File: src/hw/rtl/rsa_pkg.sv
// Shared types, codes and constants for the ring slot allocator.
// No dependencies; rsa_ctrl, rsa_dp, rsa_checker and the top level import it.
`default_nettype none
package rsa_pkg;

  localparam int SLOT_COUNT_DEF = 256;
  localparam int OWNER_W        = 22;
  localparam int BYTE_W         = 16;
  localparam int OFFS_W         = 17;
  localparam int GEO_W          = BYTE_W + 2 * OFFS_W;
  localparam logic [BYTE_W-1:0] LIMIT_RESET = 16'd4064;

  typedef enum logic [2:0] {
    F_ALLOC        = 3'd0,
    F_READ         = 3'd1,
    F_RELEASE      = 3'd2,
    F_PURGE        = 3'd3,
    F_GROW_FRONT   = 3'd4,
    F_GROW_BACK    = 3'd5,
    F_SHRINK_FRONT = 3'd6,
    F_SHRINK_BACK  = 3'd7
  } func_t;

  typedef enum logic [2:0] {
    ST_OK        = 3'd0,
    ST_FULL      = 3'd1,
    ST_TOO_BIG   = 3'd2,
    ST_BAD_INDEX = 3'd3,
    ST_EMPTY     = 3'd4,
    ST_NO_ROOM   = 3'd5,
    ST_OVERFLOW  = 3'd6
  } status_t;

  typedef enum logic [3:0] {
    S_IDLE,
    S_DECODE,
    S_EXEC,
    S_PWALK,
    S_PCHK,
    S_TRD,
    S_TCHK,
    S_RESP
  } state_t;

  typedef struct packed {
    logic    load;
    logic    alloc;
    logic    set_err;
    status_t err;
    logic    rel_write;
    logic    walk_init;
    logic    walk_read;
    logic    walk_clear;
    logic    walk_next;
    logic    tail_read;
    logic    tail_next;
    logic    idx_read;
    logic    exec;
    logic    out_load;
  } cmd_t;

  typedef struct packed {
    func_t func;
    logic  idx_bad;
    logic  empty;
    logic  idx_tail;
    logic  walk_done;
    logic  tail_done;
    logic  owner_free;
  } sts_t;

endpackage
`default_nettype wire

File: src/hw/rtl/rsa_ctrl.sv
// Controller state machine: sequences each request and owns the handshakes.
// Depends on rsa_pkg; drives rsa_dp through cmd_t, reads sts_t.
`default_nettype none
module rsa_ctrl import rsa_pkg::*; (
  input  wire logic clk,
  input  wire logic rst_n,
  input  wire logic in_valid,
  output logic      in_stall,
  output logic      out_valid,
  input  wire logic out_stall,
  input  wire sts_t sts,
  output cmd_t      cmd
);
  state_t state_r, state_nxt;
  logic   out_valid_r, out_valid_nxt, out_free;

  assign out_free  = !out_valid_r || !out_stall;
  assign in_stall  = state_r != S_IDLE;
  assign out_valid = out_valid_r;

  always_comb begin
    state_nxt = state_r;
    case (state_r)
      S_IDLE: begin
        if (in_valid) begin
          state_nxt = S_DECODE;
        end
      end
      S_DECODE: begin
        if (sts.func == F_ALLOC) begin
          state_nxt = S_RESP;
        end else if (sts.func == F_PURGE) begin
          state_nxt = S_PWALK;
        end else if (sts.idx_bad) begin
          state_nxt = S_RESP;
        end else if ((sts.func == F_READ || sts.func == F_RELEASE) && sts.empty) begin
          state_nxt = S_RESP;
        end else if (sts.func == F_RELEASE) begin
          state_nxt = sts.idx_tail ? S_TRD : S_RESP;
        end else begin
          state_nxt = S_EXEC;
        end
      end
      S_EXEC:  state_nxt = S_RESP;
      S_PWALK: state_nxt = sts.walk_done ? S_TRD : S_PCHK;
      S_PCHK:  state_nxt = S_PWALK;
      S_TRD:   state_nxt = sts.tail_done ? S_RESP : S_TCHK;
      S_TCHK:  state_nxt = sts.owner_free ? S_TRD : S_RESP;
      S_RESP: begin
        if (out_free) begin
          state_nxt = S_IDLE;
        end
      end
      default: state_nxt = S_IDLE;
    endcase
  end

  always_comb begin
    cmd     = '0;
    cmd.err = ST_OK;
    case (state_r)
      S_IDLE: begin
        cmd.load = in_valid;
      end
      S_DECODE: begin
        if (sts.func == F_ALLOC) begin
          cmd.alloc = 1'b1;
        end else if (sts.func == F_PURGE) begin
          cmd.walk_init = 1'b1;
        end else if (sts.idx_bad) begin
          cmd.set_err = 1'b1;
          cmd.err     = ST_BAD_INDEX;
        end else if ((sts.func == F_READ || sts.func == F_RELEASE) && sts.empty) begin
          cmd.set_err = 1'b1;
          cmd.err     = ST_EMPTY;
        end else if (sts.func == F_RELEASE) begin
          cmd.rel_write = 1'b1;
        end else begin
          cmd.idx_read = 1'b1;
        end
      end
      S_EXEC: begin
        cmd.exec = 1'b1;
      end
      S_PWALK: begin
        cmd.walk_read = !sts.walk_done;
      end
      S_PCHK: begin
        cmd.walk_clear = 1'b1;
        cmd.walk_next  = 1'b1;
      end
      S_TRD: begin
        cmd.tail_read = !sts.tail_done;
      end
      S_TCHK: begin
        cmd.tail_next = sts.owner_free;
      end
      S_RESP: begin
        cmd.out_load = out_free;
      end
      default: begin
        cmd.load = 1'b0;
      end
    endcase
  end

  always_comb begin
    if (cmd.out_load) begin
      out_valid_nxt = 1'b1;
    end else if (!out_stall) begin
      out_valid_nxt = 1'b0;
    end else begin
      out_valid_nxt = out_valid_r;
    end
  end

  always_ff @(posedge clk) begin
    if (!rst_n) begin
      state_r     <= S_IDLE;
      out_valid_r <= 1'b0;
    end else begin
      state_r     <= state_nxt;
      out_valid_r <= out_valid_nxt;
    end
  end
endmodule
`default_nettype wire

File: config.mk
export PLATFORM = sky130hd
export DESIGN_NAME = rsa_ctrl
export DESIGN_NICKNAME = d
export VERILOG_FILES = /design/src/hw/rtl/rsa_pkg.sv /design/src/hw/rtl/rsa_ctrl.sv
export SDC_FILE = /design/constraint.sdc
export NUM_CORES = 1
export LEC_CHECK = 0
export ABC_AREA = 1
export BUFFER_PORTS_ARGS = -buffer_cell sky130_fd_sc_hd__clkbuf_2
export CAP_MARGIN = 20
export CORE_AREA = 2 2 39 41
export CTS_CLUSTER_DIAMETER = 40
export DETAILED_ROUTE_END_ITERATION = 6
export DIE_AREA = 0 0 41 43
export PLACE_DENSITY = 0.69
export SLEW_MARGIN = 20
export SYNTH_ARGS = -nofsm -noshare
export SYNTH_HDL_FRONTEND = slang
export SYNTH_SLANG_ARGS = --single-unit
File: constraint.sdc
create_clock -name clk -period 2.6 [get_ports clk]
set_input_delay 0 -clock clk [delete_from_list [all_inputs] [get_ports clk]]
set_output_delay 0 -clock clk [all_outputs]
set_load 0.005 [all_outputs]
# After elaboration in Yosys (flattened, before gate mapping)
# Index checks and enable logic that the tools add are counted.
op_classes:
  n_addsub: 0
  n_mul: 0
  div: 0
  n_lt_le_gt_ge: 0
  eq_ne: 13
  n_shift: 0
  muxes: 37
  bitwise: 0
  reduce_logical: 11
op_table:
  columns: ["operator", "count"]
  rows:
  - ["$pmux 4 s8", 1]
  - ["$mux 1", 21]
  - ["$eq 4x3->1 const B", 4]
  - ["$mux 4", 4]
  - ["$mux 3", 5]
  - ["$eq 4x2->1 const B", 2]
  - ["$mux 7", 1]
  - ["$eq 3x2->1 const B", 2]
  - ["$mux 2", 3]
  - ["$mux 6", 1]
  - ["$mux 5", 1]
  - ["$eq 4x1->1 const B", 1]
  - ["$logic_not 1->1", 4]
  - ["$logic_not 4->1", 1]
  - ["$ne 2x2->1 const B", 2]
  - ["$reduce_bool 4->1", 1]
  - ["$eq 3x1->1 const B", 1]
  - ["$logic_not 3->1", 1]
  - ["$logic_or 1x1->1", 2]
  - ["$ne 2x1->1 const B", 1]
  - ["$reduce_and 2->1", 1]
  - ["$logic_and 1x1->1", 1]
word_totals:
  regBits: 5
  latch_bits: 0
  ram_bits: 0
  mem_bits_ro: 0
  in_bits: 13
  out_inout_bits: 18
  wordCells: 63
  n_memories: 0

# Depth between registers and ports, before layout
# Gate-level depths: netlist (run 1).
logic_depth:
  depth_word: 8
  ltp_mapped: 9
  ltp_nobuf: 9

# Worst setup path before layout (run 1)
# Ideal clock, no wire load.
synth_path:
  path_type: "register to output"
  start: "reg state_r[0]"
  end: "out cmd[11] (netlist bit)"
  t_arrival_ns: 1.133
  t_required_ns: 2.600
  path_slack_ns: 1.467
  path_stages_with_launch: 8
  n_path_buf: 1
  path_cell_list: "dfxtp_1 inv_2 nor2_4 nand2_2 nor2_1 inv_1 nor2_1 buf_4"
synth_rtl:
  columns: ["item", "line", "source"]
  rows:
  - ["start: declaration", "rsa_ctrl.sv:14", "state_t state_r, state_nxt;"]
  - ["start signal: assignment", "rsa_ctrl.sv:122", "state_r <= state_nxt;"]
  - ["end: declaration", "rsa_ctrl.sv:12", "output cmd_t cmd"]

==> summary.txt, run 1 <==
Outcome
  • Outcome: finished, final reports clean

Floorplan
  • Die ar.: 1763 um^2
  • Core area: 1384 um^2
  • Die extent in y: between 40 and 50 um
  • Die Width: a little over 40 um
  • Top Ports: 31
  • Starting Density: 0.3345
  • # rows: 14

Timing
  • Setup TNS: 0 ns
  • RSZ-0062 raised after global routing: no
  • Setup violations, final: 0
  • Peak Freq: 691.0 MHz
  • Min cycle time layout: 1.447 ns
  • Worst rel slew slack: 0.7937
  • Worst hold slack: 0.02291 ns
  • Worst Tran Pin Value: 0.3091 ns
  • Final period util: 0.5566
  • Hold Violations, Final: 0
  • Max-slew violation count: 0
  • Clock skew: 0.002961 ns

CTS
  • Buffer depth of the longest clock path: 2
  • Hold_buf cts: 1
  • H-Tree Depth: 1
  • Clk_lat worst skew: 0.24 ns
  • Clock transition at the registers of the reported paths: 0.04 ns
  • Setup Fix Bufs, Post-CTS: 0
  • CTS buffer count: 3
  • Root Driver: clkbuf_4
  • Total of cells resized after clock tree synthesis: 0
  • CTS tree: built
  • Clock sinks: 4

Global routing
  • Global-route wire length before repair: 1697 um
  • Initial antenna violation count: 0
  • Total gr overflow: 0
  • Total Routing Usage GR: 0.1407
  • Pin count of the biggest net entering global routing: 9
  • Vias in the first global route: 462

Synth
  • Leading area contributor after synthesis: dfxtp_1
  • Post-synthesis cell count: 87
  • Sequential fraction of the synthesis area: 0.1730
  • Synth area leaders: dfxtp_1 (17%), inv_1 (15%), nand2_1 (15%)
  • Post-Syn Nets: 100
  • Area share of the largest cell type after synthesis: 0.1730
  • Mean post-synth cell area: 5.321 um^2
  • Post-synth cell types: 18
  • Register bit total from synthesis: 4
  • YS warnings: 0
  • Cell area after synthesis: between 400 and 500 um^2

Power
  • Power per Cell Area: 646.7 nW/um^2
  • Leak Pwr: 0.3958 nW
  • Design Power: 411.1 uW
  • Peak supply drop: 0.3756 mV

Finish
  • Nets@finish: about 130
  • Area delta synth->final: 37.30%
  • Antenna cells: 0
  • Share of layout cells above drive strength 1: 0.3419

Setup path
  • CP required: 2.60 ns
  • Crit Path Class: reg2out
  • CP arrival: roughly 1.5 ns
  • Critical R2R Launch: state_r[1]$_SDFFE_PN0P_
  • Critical Path Start: state_r[0]$_SDFFE_PN0P_
  • Crit. End Element: output pin
  • Startpoint types: register
  • Critical Path Fanout Max: 7

Route
  • DR vias/cell: 4.436
  • Detailed Route Iter0 Violations: 7
  • Final antenna-violating net count: 0
  • Post-Route WL: between 1000 and 1500 um
  • Remaining DRCs: 0
  • Wire per inst: 8.135 um
  • DRT Pass-1 Iters: 4
  • Total number of vias: 590

Min path
  • HP Class: in2reg
  • Hold Crit Start: out_stall

Placed design
  • Gpl congestion: 0.8444
  • Port Buffer Count: 30
  • HPWL Detailed: 928.3 um

Job
  • Max-Cap Viols: 0
[through the flow]
step,util,std cells,instance area [um^2],worst slack [ns]
after global placement,0.4358,129,603.1,1.375
final,0.4593,133,635.6,1.153
after detailed placement,0.4358,129,603.1,1.360
after floorplan,-,87,462.9,1.467
after global routing,0.4593,133,635.6,1.012
after CTS,0.4593,133,635.6,1.147
[cell families (layout without fill, tap and decap cells)]
kind of cell	Yosys count	in the layout	synth area share
AOI/OAI and AO/OA	7	7	0.1027
buffers and inverters	25	55	0.2351
DFF	4	4	0.1730
and+or+nand+nor	51	51	0.4892
[final timing paths]
kind                                                 to  slack, ns  depth (start not counted)
worst max register to register  state_r[0]$_SDFFE_PN0P_       1.34                          7
worst max-delay path                            cmd[11]       1.15                          7
worst min register to register   out_valid$_SDFFE_PN0P_       0.49                          2
worst min-delay path             out_valid$_SDFFE_PN0P_       0.02                          3
[sequential cells by signal, summed over array words and instances, names as in the netlist]
name and count:
state_r 3, out_valid 1
[power breakdown]
| group | switching, mW | total [mW] | internal [mW] |
|---|---|---|---|
| clock network | 0.0264 | 0.0781 | 0.0517 |
| registers | 0.0329 | 0.112 | 0.0788 |
| logic | 0.129 | 0.221 | 0.0922 |
| total | 0.188 | 0.411 | 0.223 |
[worst max-delay path: stages, from the launching register on]
cell and delay [ns]:
dfxtp_1 0.44, inv_2 0.09, nor2_4 0.12, nand2_2 0.11, nor2_1 0.14, inv_1 0.07, nor2_1 0.11, clkbuf_2 0.13
[cell usage in the layout, fill, tap and decap left out, types with 3 or more instances in the layout]
cell type	count
nor3_1	5
nand3_1	7
inv_1	19
nor2_1	14
clkbuf_2	30
nand2_2	3
a21oi_1	3
dfxtp_1	4
clkbuf_4	3
nand2_1	19
[synth_stat cells, drive strengths merged]
library cell and n:
nand4 1, inv 20, clkinv 1, o21ai 1
o22ai 1, dfxtp 4, nor4 1, a31oi 1
a21oi 4, nand2 22, buf 4, nor2 15
nor3 5, nand3 7
[metal layers]
metal	up-vias	GRT usage	routed length (um)
li1	328	-	-
met1	243	0.1806	493
met2	17	0.1969	522
met3	2	0.03141	57
met4	0	0.1000	8
met5	-	0	0
[final cells by class]
cell class / count / area [um^2]
timing repair buffer: 31 / 160.2
multi-input combinational: 58 / 274.0
fill: 160 / 748.2
sequential: 4 / 80.08
clock buffer: 3 / 22.52
inverter: 21 / 78.83
tap: 16 / 20.02
Note: power is estimated with default switching activity, not from simulation.
==> run 2, diff against run 1 <==
--- a/config.mk
+++ b/config.mk
@@ -5,14 +5,14 @@
 export SDC_FILE = /design/constraint.sdc
 export NUM_CORES = 1
 export LEC_CHECK = 0
-export ABC_AREA = 1
+export ABC_AREA = 0
 export BUFFER_PORTS_ARGS = -buffer_cell sky130_fd_sc_hd__clkbuf_2
 export CAP_MARGIN = 20
-export CORE_AREA = 2 2 39 41
+export CORE_MARGIN = 2
+export CORE_UTILIZATION = 36
 export CTS_CLUSTER_DIAMETER = 40
 export DETAILED_ROUTE_END_ITERATION = 6
-export DIE_AREA = 0 0 41 43
-export PLACE_DENSITY = 0.69
+export PLACE_DENSITY = 0.73
 export SLEW_MARGIN = 20
 export SYNTH_ARGS = -nofsm -noshare
 export SYNTH_HDL_FRONTEND = slang
==> constraint.sdc (replaced) <==
create_clock -name clk -period 1.25 [get_ports clk]
set_input_delay 0 -clock clk [delete_from_list [all_inputs] [get_ports clk]]
set_output_delay 0 -clock clk [all_outputs]
set_load 0.005 [all_outputs]
==> summary.txt, run 2 <==
Finish
  • Multi-input gate area: 366.6 um^2 (+34%)
  • Share of layout cells above drive strength 1: 0.5631 (+0.2212)
  • Final design utilization: 0.5779 (+0.1186)
  • Max reg flops: 3 (unchanged)
  • Area delta synth->final: 55.44%
  • Nets@finish: 118 (-11%)
  • FF+latch area: 88.84 um^2 (+11%)
  • Antenna cells: 0 (unchanged)
  • Fin cells: 118 (-11%)
  • Commonest non-fill, non-tap cell in the layout: clkbuf_2
  • Most frequent cells in the layout: clkbuf_2 (27), nand2_1 (9), nor2_1 (7)
  • Fill cells: 120 (-25%)
  • Top reg by flops: state_r
  • Fin area: 733.2 um^2 (+15%)

Timing
  • Worst Tran Pin Value: 0.3271 ns (+0.01801 ns)
  • Hold Violations, Final: 0 (unchanged)
  • Min cycle time layout: 1.262 ns
  • Worst hold slack: 0.02656 ns (+0.003651 ns)
  • Setup violations, final: 1 (+1)
  • PnR worst setup slack: -0.01205 ns (-1.165 ns)
  • RSZ-0062 raised after global routing: yes
  • Worst rel slew slack: 0.7785 (-0.01517)
  • Setup TNS: -0.01205 ns (-0.01205 ns)
  • Peak Freq: a little under 800 MHz
  • Clock skew: 0.0007353 ns (-0.002225 ns)
  • Max-slew violation count: 0 (unchanged)
  • Final period util: 1.010

Setup path
  • Critical Path Start: state_r[2]$_SDFFE_PN0P_
  • CP required: 1.25 ns (-1.35 ns)
  • Critical path's top delay family: flip-flops
  • Startpoint types: register
  • R2R Setup Slk: 0.02 ns (-1.32 ns)
  • Crit Path Class: reg2out
  • Critical Path Fanout Max: 6 (-1)
  • CP arrival: 1.26 ns (-0.19 ns)
  • RR Endpoint: state_r[0]$_SDFFE_PN0P_
  • Critical R2R Launch: state_r[2]$_SDFFE_PN0P_
  • Slowest cell on crit path: dfxtp_4
  • Crit. End Element: output pin
  • Critical path, cell by cell: inv_1 -> nand2_1 -> nor4_2 -> clkbuf_2
  • R2R depth: 4 (-3)
  • CP bufs+invs: 2 (-1)
  • Worst path max stage delay: 0.36 ns (-0.08 ns)

Floorplan
  • Die Width: 40.20 um (-2.0%)
  • Top Ports: 31 (unchanged)
  • Core area: 1269 um^2 (-8.3%)
  • Starting Density: 0.3718 (+0.03726)
  • Die ar.: 1616 um^2 (-8.4%)
  • Die extent in y: 40.20 um (-6.5%)
  • # rows: 13 (-1)

Route
  • Detailed Route Iter0 Violations: 7 (unchanged)
  • Final antenna-violating net count: 0 (unchanged)
  • Post-Route WL: 1440 um (+33%)
  • DR vias/cell: 5.288 (+19%)
  • Wire per inst: 12.20 um (+50%)
  • Total number of vias: 624 (+5.8%)
  • Remaining DRCs: 0 (unchanged)
  • DRT Pass-1 Iters: 4 (unchanged)

CTS
  • Root Driver: clkbuf_4
  • H-Tree Depth: 1 (unchanged)
  • Clk_lat worst skew: 0.24 ns (about the same)
  • Clock sinks: 4 (unchanged)
  • CTS tree: built
  • CTS buffer count: 3 (unchanged)
  • Clock transition at the registers of the reported paths: 0.04 ns (about the same)
  • Buffer depth of the longest clock path: 2 (unchanged)

Synth
  • Ys flop type: dfxtp_1
  • YS warnings: 0 (unchanged)
  • Post-synthesis cell count: 68 (-22%)
  • Cell area after synthesis: 471.7 um^2 (+1.9%)
  • EDFF count, synth: 0 (unchanged)
  • Commonest cells in the netlist: nor2_1 (10), nand2_1 (9), buf_4 (5)
  • Mean post-synth cell area: 6.937 um^2 (+30%)
  • Synth area leaders: dfxtp_1 (17%), buf_4 (8.0%), nor2_1 (8.0%)
  • Ys async rst share: 0 (unchanged)
  • Register bit total from synthesis: 4 (unchanged)
  • Sequential fraction of the synthesis area: 0.1698 (-0.003212)
  • Post-Syn Nets: 81 (-19%)
  • Top-count cell post-synth: nor2_1
  • Area share of the largest cell type after synthesis: 0.1698 (-0.003212)
  • Leading area contributor after synthesis: dfxtp_1
  • Post-synth cell types: 31 (+13)

Global routing
  • Global-route wire length before repair: 1973 um (+16%)
  • Total gr overflow: 0 (unchanged)
  • Vias in the first global route: 465 (+0.65%)
  • Pin count of the biggest net entering global routing: 10 (+1)
  • Initial antenna violation count: 0 (unchanged)
  • Total Routing Usage GR: 0.1893 (+0.04858)

Outcome
  • Violated checks: negative setup slack
  • Outcome: complete, but fails checks

Power
  • Design Power: 1.455 mW (+250%)
  • Peak supply drop: 1.284 mV (+240%)
  • Power per Cell Area: 1984 nW/um^2 (+210%)
  • Leak Pwr: 0.3415 nW (-14%)

Placed design
  • Total placed cells including tap cells: 110 (-15%)
  • Port Buffer Count: 30 (unchanged)
  • Gpl congestion: 0.8569 (+1.5%)
  • HPWL Detailed: 997.9 um (+7.5%)
  • Placed Area: 614.3 um^2 (+1.9%)
  • Post-Place Worst Slack: 0.01615 ns (-1.344 ns)

Min path
  • Hold EP: state_r[2]$_SDFFE_PN0P_
  • Hold path cells: 3 (unchanged)
  • Hold Crit Start: rst_n
  • HP Class: in2reg

Job
  • Max-Cap Viols: 0 (unchanged)
==> run 2: cell types whose count changed after synthesis, moves of 2 or more <==
cell / change
inv_1: -15
nand2_1: -10
nor2_1: -4
nand2_2: -3
nand3_1: -3
nor3_1: -3
nand2b_1: +2
o22ai_1: +2
==> run 2: where the power goes <==
part,internal (mW),switching [mW],leakage (nW)
logic,0.494,0.499,0.293
registers,0.201,0.0939,0.0345
clock network,0.108,0.0591,0.0138
total,0.803,0.652,0.342
==> run 2: kinds of logic after synthesis <==
family                 Yosys count  synth area share
AO/OA/AOI/OAI                   18            0.2945
XOR/XNOR                         1           0.01857
buffers and inverters           11            0.1432
flip-flops                       4            0.1698
AND/OR/NAND/NOR                 34            0.3740
==> run 2: repair_timing <==
item | 4_1_cts | 5_1_grt
buffers inserted | 2 | 3
gates resized for setup | 10 | 11
pin swaps | 2 | 4
hold buffers | 0 | 0
endpoints found under the setup margin | 11 | 12
==> run 2: how the worst max path moves through the flow <==
stage / endpoint / cells past startpoint / slack (ns)
floorplan: state_r[0]$_SDFFE_PN0P_ / 4 / 0.12
global placement: state_r[0]$_SDFFE_PN0P_ / 3 / 0.11
detailed placement: state_r[0]$_SDFFE_PN0P_ / 4 / 0.02
CTS: cmd[11] / 5 / -0.03
global route: cmd[10] / 5 / -0.12
finish: cmd[14] / 4 / -0.01
==> run 2: area by class of cell <==
class / instances / share of cell area
multi-input combinational: 53 / 0.5000
timing repair buffer: 38 / 0.2969
sequential: 4 / 0.1212
clock buffer: 3 / 0.03072
inverter: 5 / 0.02560
tap: 15 / 0.02560
==> run 2: metal layers <==
layer	up-vias	GRT usage	routed length, um	part of all wire
met5	-	0	0	0
met2	21	0.3105	752	0.52
met3	0	0.08333	65	0.045
met1	288	0.2230	622	0.43
met4	0	0.05000	0	0
li1	315	-	-	-
==> run 2: worst register-to-register path: stages (launching register included) <==
cell      delay, ns
dfxtp_4        0.36
or3_4          0.41
buf_4          0.15
o21ai_4        0.14
a211oi_2       0.05
==> run 3, diff against run 2 <==
--- a/config.mk
+++ b/config.mk
@@ -8,11 +8,11 @@
 export ABC_AREA = 0
 export BUFFER_PORTS_ARGS = -buffer_cell sky130_fd_sc_hd__clkbuf_2
 export CAP_MARGIN = 20
-export CORE_MARGIN = 2
-export CORE_UTILIZATION = 36
+export CORE_AREA = 2 2 39 41
 export CTS_CLUSTER_DIAMETER = 40
 export DETAILED_ROUTE_END_ITERATION = 6
-export PLACE_DENSITY = 0.73
+export DIE_AREA = 0 0 41 43
+export PLACE_DENSITY = 0.69
 export SLEW_MARGIN = 20
 export SYNTH_ARGS = -nofsm -noshare
 export SYNTH_HDL_FRONTEND = slang
==> constraint.sdc (replaced) <==
create_clock -name clk -period 1.45 [get_ports clk]
set_input_delay 0 -clock clk [delete_from_list [all_inputs] [get_ports clk]]
set_output_delay 0 -clock clk [all_outputs]
set_load 0.005 [all_outputs]
==> summary.txt, run 3 (synthesized netlist as in run 2, its figures left out) <==
Outcome
  • Outcome: finished, final reports clean

Route
  • Total number of vias: 581 (-6.9%)
  • Remaining DRCs: 0 (unchanged)
  • Detailed Route Iter0 Violations: 16 (+9)
  • Post-Route WL: 1214 um (-16%)
  • DRT Pass-1 Iters: 5 (+1)
  • Wire per inst: 10.84 um (-11%)
  • Final antenna-violating net count: 0 (unchanged)
  • DR vias/cell: 5.188 (-1.9%)

Finish
  • Antenna cells: 0 (unchanged)
  • Commonest non-fill, non-tap cell in the layout: clkbuf_2
  • Nets@finish: 111 (-5.9%)
  • Share of layout cells above drive strength 1: 0.4583 (-0.1048)
  • Area delta synth->final: 33.42%
  • Fin cells: 112 (-5.1%)
  • Final design utilization: 0.4548 (-0.1231)
  • Top reg by flops: state_r
  • Most frequent cells in the layout: clkbuf_2 (30), nor2_1 (10), nand2_1 (9)
  • Max reg flops: 3 (unchanged)

Placed design
  • Total placed cells including tap cells: 109 (-0.91%)
  • HPWL Detailed: 947.5 um (-5.1%)
  • Port Buffer Count: 30 (unchanged)
  • Gpl congestion: 0.8473 (-1.1%)

Timing
  • Max-slew violation count: 0 (unchanged)
  • Min cycle time layout: 1.334 ns
  • Setup TNS: 0 ns (+0.01205 ns)
  • Final period util: 0.9203
  • Peak Freq: between 700 and 800 MHz
  • Setup violations, final: 0 (-1)
  • RSZ-0062 raised after global routing: no
  • Hold Violations, Final: 0 (unchanged)
  • Clock skew: 0.003902 ns (+0.003166 ns)
  • Worst rel slew slack: 0.7592 (-0.01935)
  • Worst Tran Pin Value: 0.3556 ns (+0.02857 ns)

CTS
  • Root Driver: clkbuf_4
  • Clk_lat worst skew: 0.23 ns (about the same)
  • CTS tree: built
  • Setup Fix Bufs, Post-CTS: 0 (-2)
  • Hold_buf cts: 0 (unchanged)
  • Total of cells resized after clock tree synthesis: 0 (-10)
  • CTS buffer count: 3 (unchanged)
  • H-Tree Depth: 1 (unchanged)
  • Clock sinks: 4 (unchanged)
  • Clock transition at the registers of the reported paths: 0.04 ns (about the same)
  • Buffer depth of the longest clock path: 2 (unchanged)

Global routing
  • Total Routing Usage GR: 0.1642 (-0.02512)
  • Global-route wire length before repair: 1966 um (-0.35%)
  • Vias in the first global route: 502 (+8.0%)
  • Pin count of the biggest net entering global routing: 14 (+4)
  • Total gr overflow: 0 (unchanged)
  • Initial antenna violation count: 0 (unchanged)

Job
  • Max-Cap Viols: 0 (unchanged)

Setup path
  • Crit Path Class: reg2out
  • Critical path's top delay family: simple AND/OR/NAND/NOR gates
  • CP bufs+invs: 1 (-1)
  • Slowest cell on crit path: dfxtp_2
  • Startpoint types: register
  • Critical Path Fanout Max: 13 (+7)
  • Crit. End Element: output pin
  • Worst path max stage delay: 0.38 ns (+0.02 ns)
  • Critical path, cell by cell: and2b_1 -> nand2_1 -> nor4_1 -> clkbuf_2
  • CP required: 1.45 ns (+0.20 ns)
  • CP arrival: 1.33 ns (+0.07 ns)

Floorplan
  • Starting Density: 0.3409 (-0.03093)
  • # rows: 14 (+1)
  • Die ar.: 1763 um^2 (+9.1%)
  • Die Width: 41 um (+2.0%)
  • Top Ports: 31 (unchanged)
  • Core area: 1384 um^2 (+9.1%)
  • Die extent in y: 43 um (+7.0%)

Power
  • Seq pwr share: 0.285 (+0.082)
  • Share of total power in combinational logic: 0.577 (-0.105)
  • Leak Pwr: 0.2964 nW (-13%)
  • Peak supply drop: 0.6910 mV (-46%)
  • Switching Fraction: 0.4636 (+0.01547)
  • Internal power: 534.9 uW (-33%)
  • Share of total power in the clock network: 0.138 (+0.023)
  • Psw: 462.3 uW (-29%)
  • Power per Cell Area: 1585 nW/um^2 (-20%)

Min path
  • HP Class: in2reg
run 3: layer usage:
layer	up-vias	wire length (um)	GRT usage
met5	-	0	0
met4	0	14	0.08000
met3	2	59	0.06283
met2	15	613	0.2500
met1	263	526	0.1911
li1	301	-	-
run 3: power groups by stage:
stage                     combinational, mW  sequential [mW]  clock [mW]
after floorplan                       0.523            0.186           0
after global placement                0.563            0.261           0
after detailed placement              0.572            0.268           0
after CTS                             0.579            0.266       0.146
after global routing                  0.653            0.295       0.163
final                                 0.575            0.284       0.138
run 3: worst register-to-register path: cells and delay by family, from the launching register on:
family,cells,cell delay [ns]
and+or+nand+nor,2,0.35
DFF,1,0.45
AOI/OAI and AO/OA,2,0.29
run 3: worst paths after layout:
check,startpoint,slack (ns),to,cells after the start
hold / removal,rst_n,0.03,state_r[2]$_SDFFE_PN0P_,3
setup reg to reg,state_r[1]$_SDFFE_PN0P_,0.25,state_r[1]$_SDFFE_PN0P_,4
setup / recovery,state_r[1]$_SDFFE_PN0P_,0.12,cmd[14],4
hold reg to reg,out_valid$_SDFFE_PN0P_,0.57,out_valid$_SDFFE_PN0P_,2
run 3: per-stage QoR:
| stage | area, um^2 | power (mW) | hold WS, ns | worst slack, ns |
|---|---|---|---|---|
| after floorplan | 471.7 | 0.7092 | 0.03029 | 0.3166 |
| after detailed placement | 600.6 | 0.8399 | 0.2313 | 0.1190 |
| after CTS | 623.1 | 0.9907 | 0.02947 | 0.005282 |
| after global routing | 629.4 | 1.110 | 0.02152 | 0.006794 |
| after global placement | 600.6 | 0.8243 | 0.2314 | 0.1770 |
| final | 629.4 | 0.9972 | 0.02985 | 0.1156 |
run 3: area by class of cell:
class,instances,area [um^2]
Timing Repair Buffer,31,157.7
Clock buffer,3,22.52
Multi-Input combinational cell,53,324.1
Sequential cell,4,86.33
Tap cell,16,20.02
Inverter,5,18.77
Fill cell,146,754.5
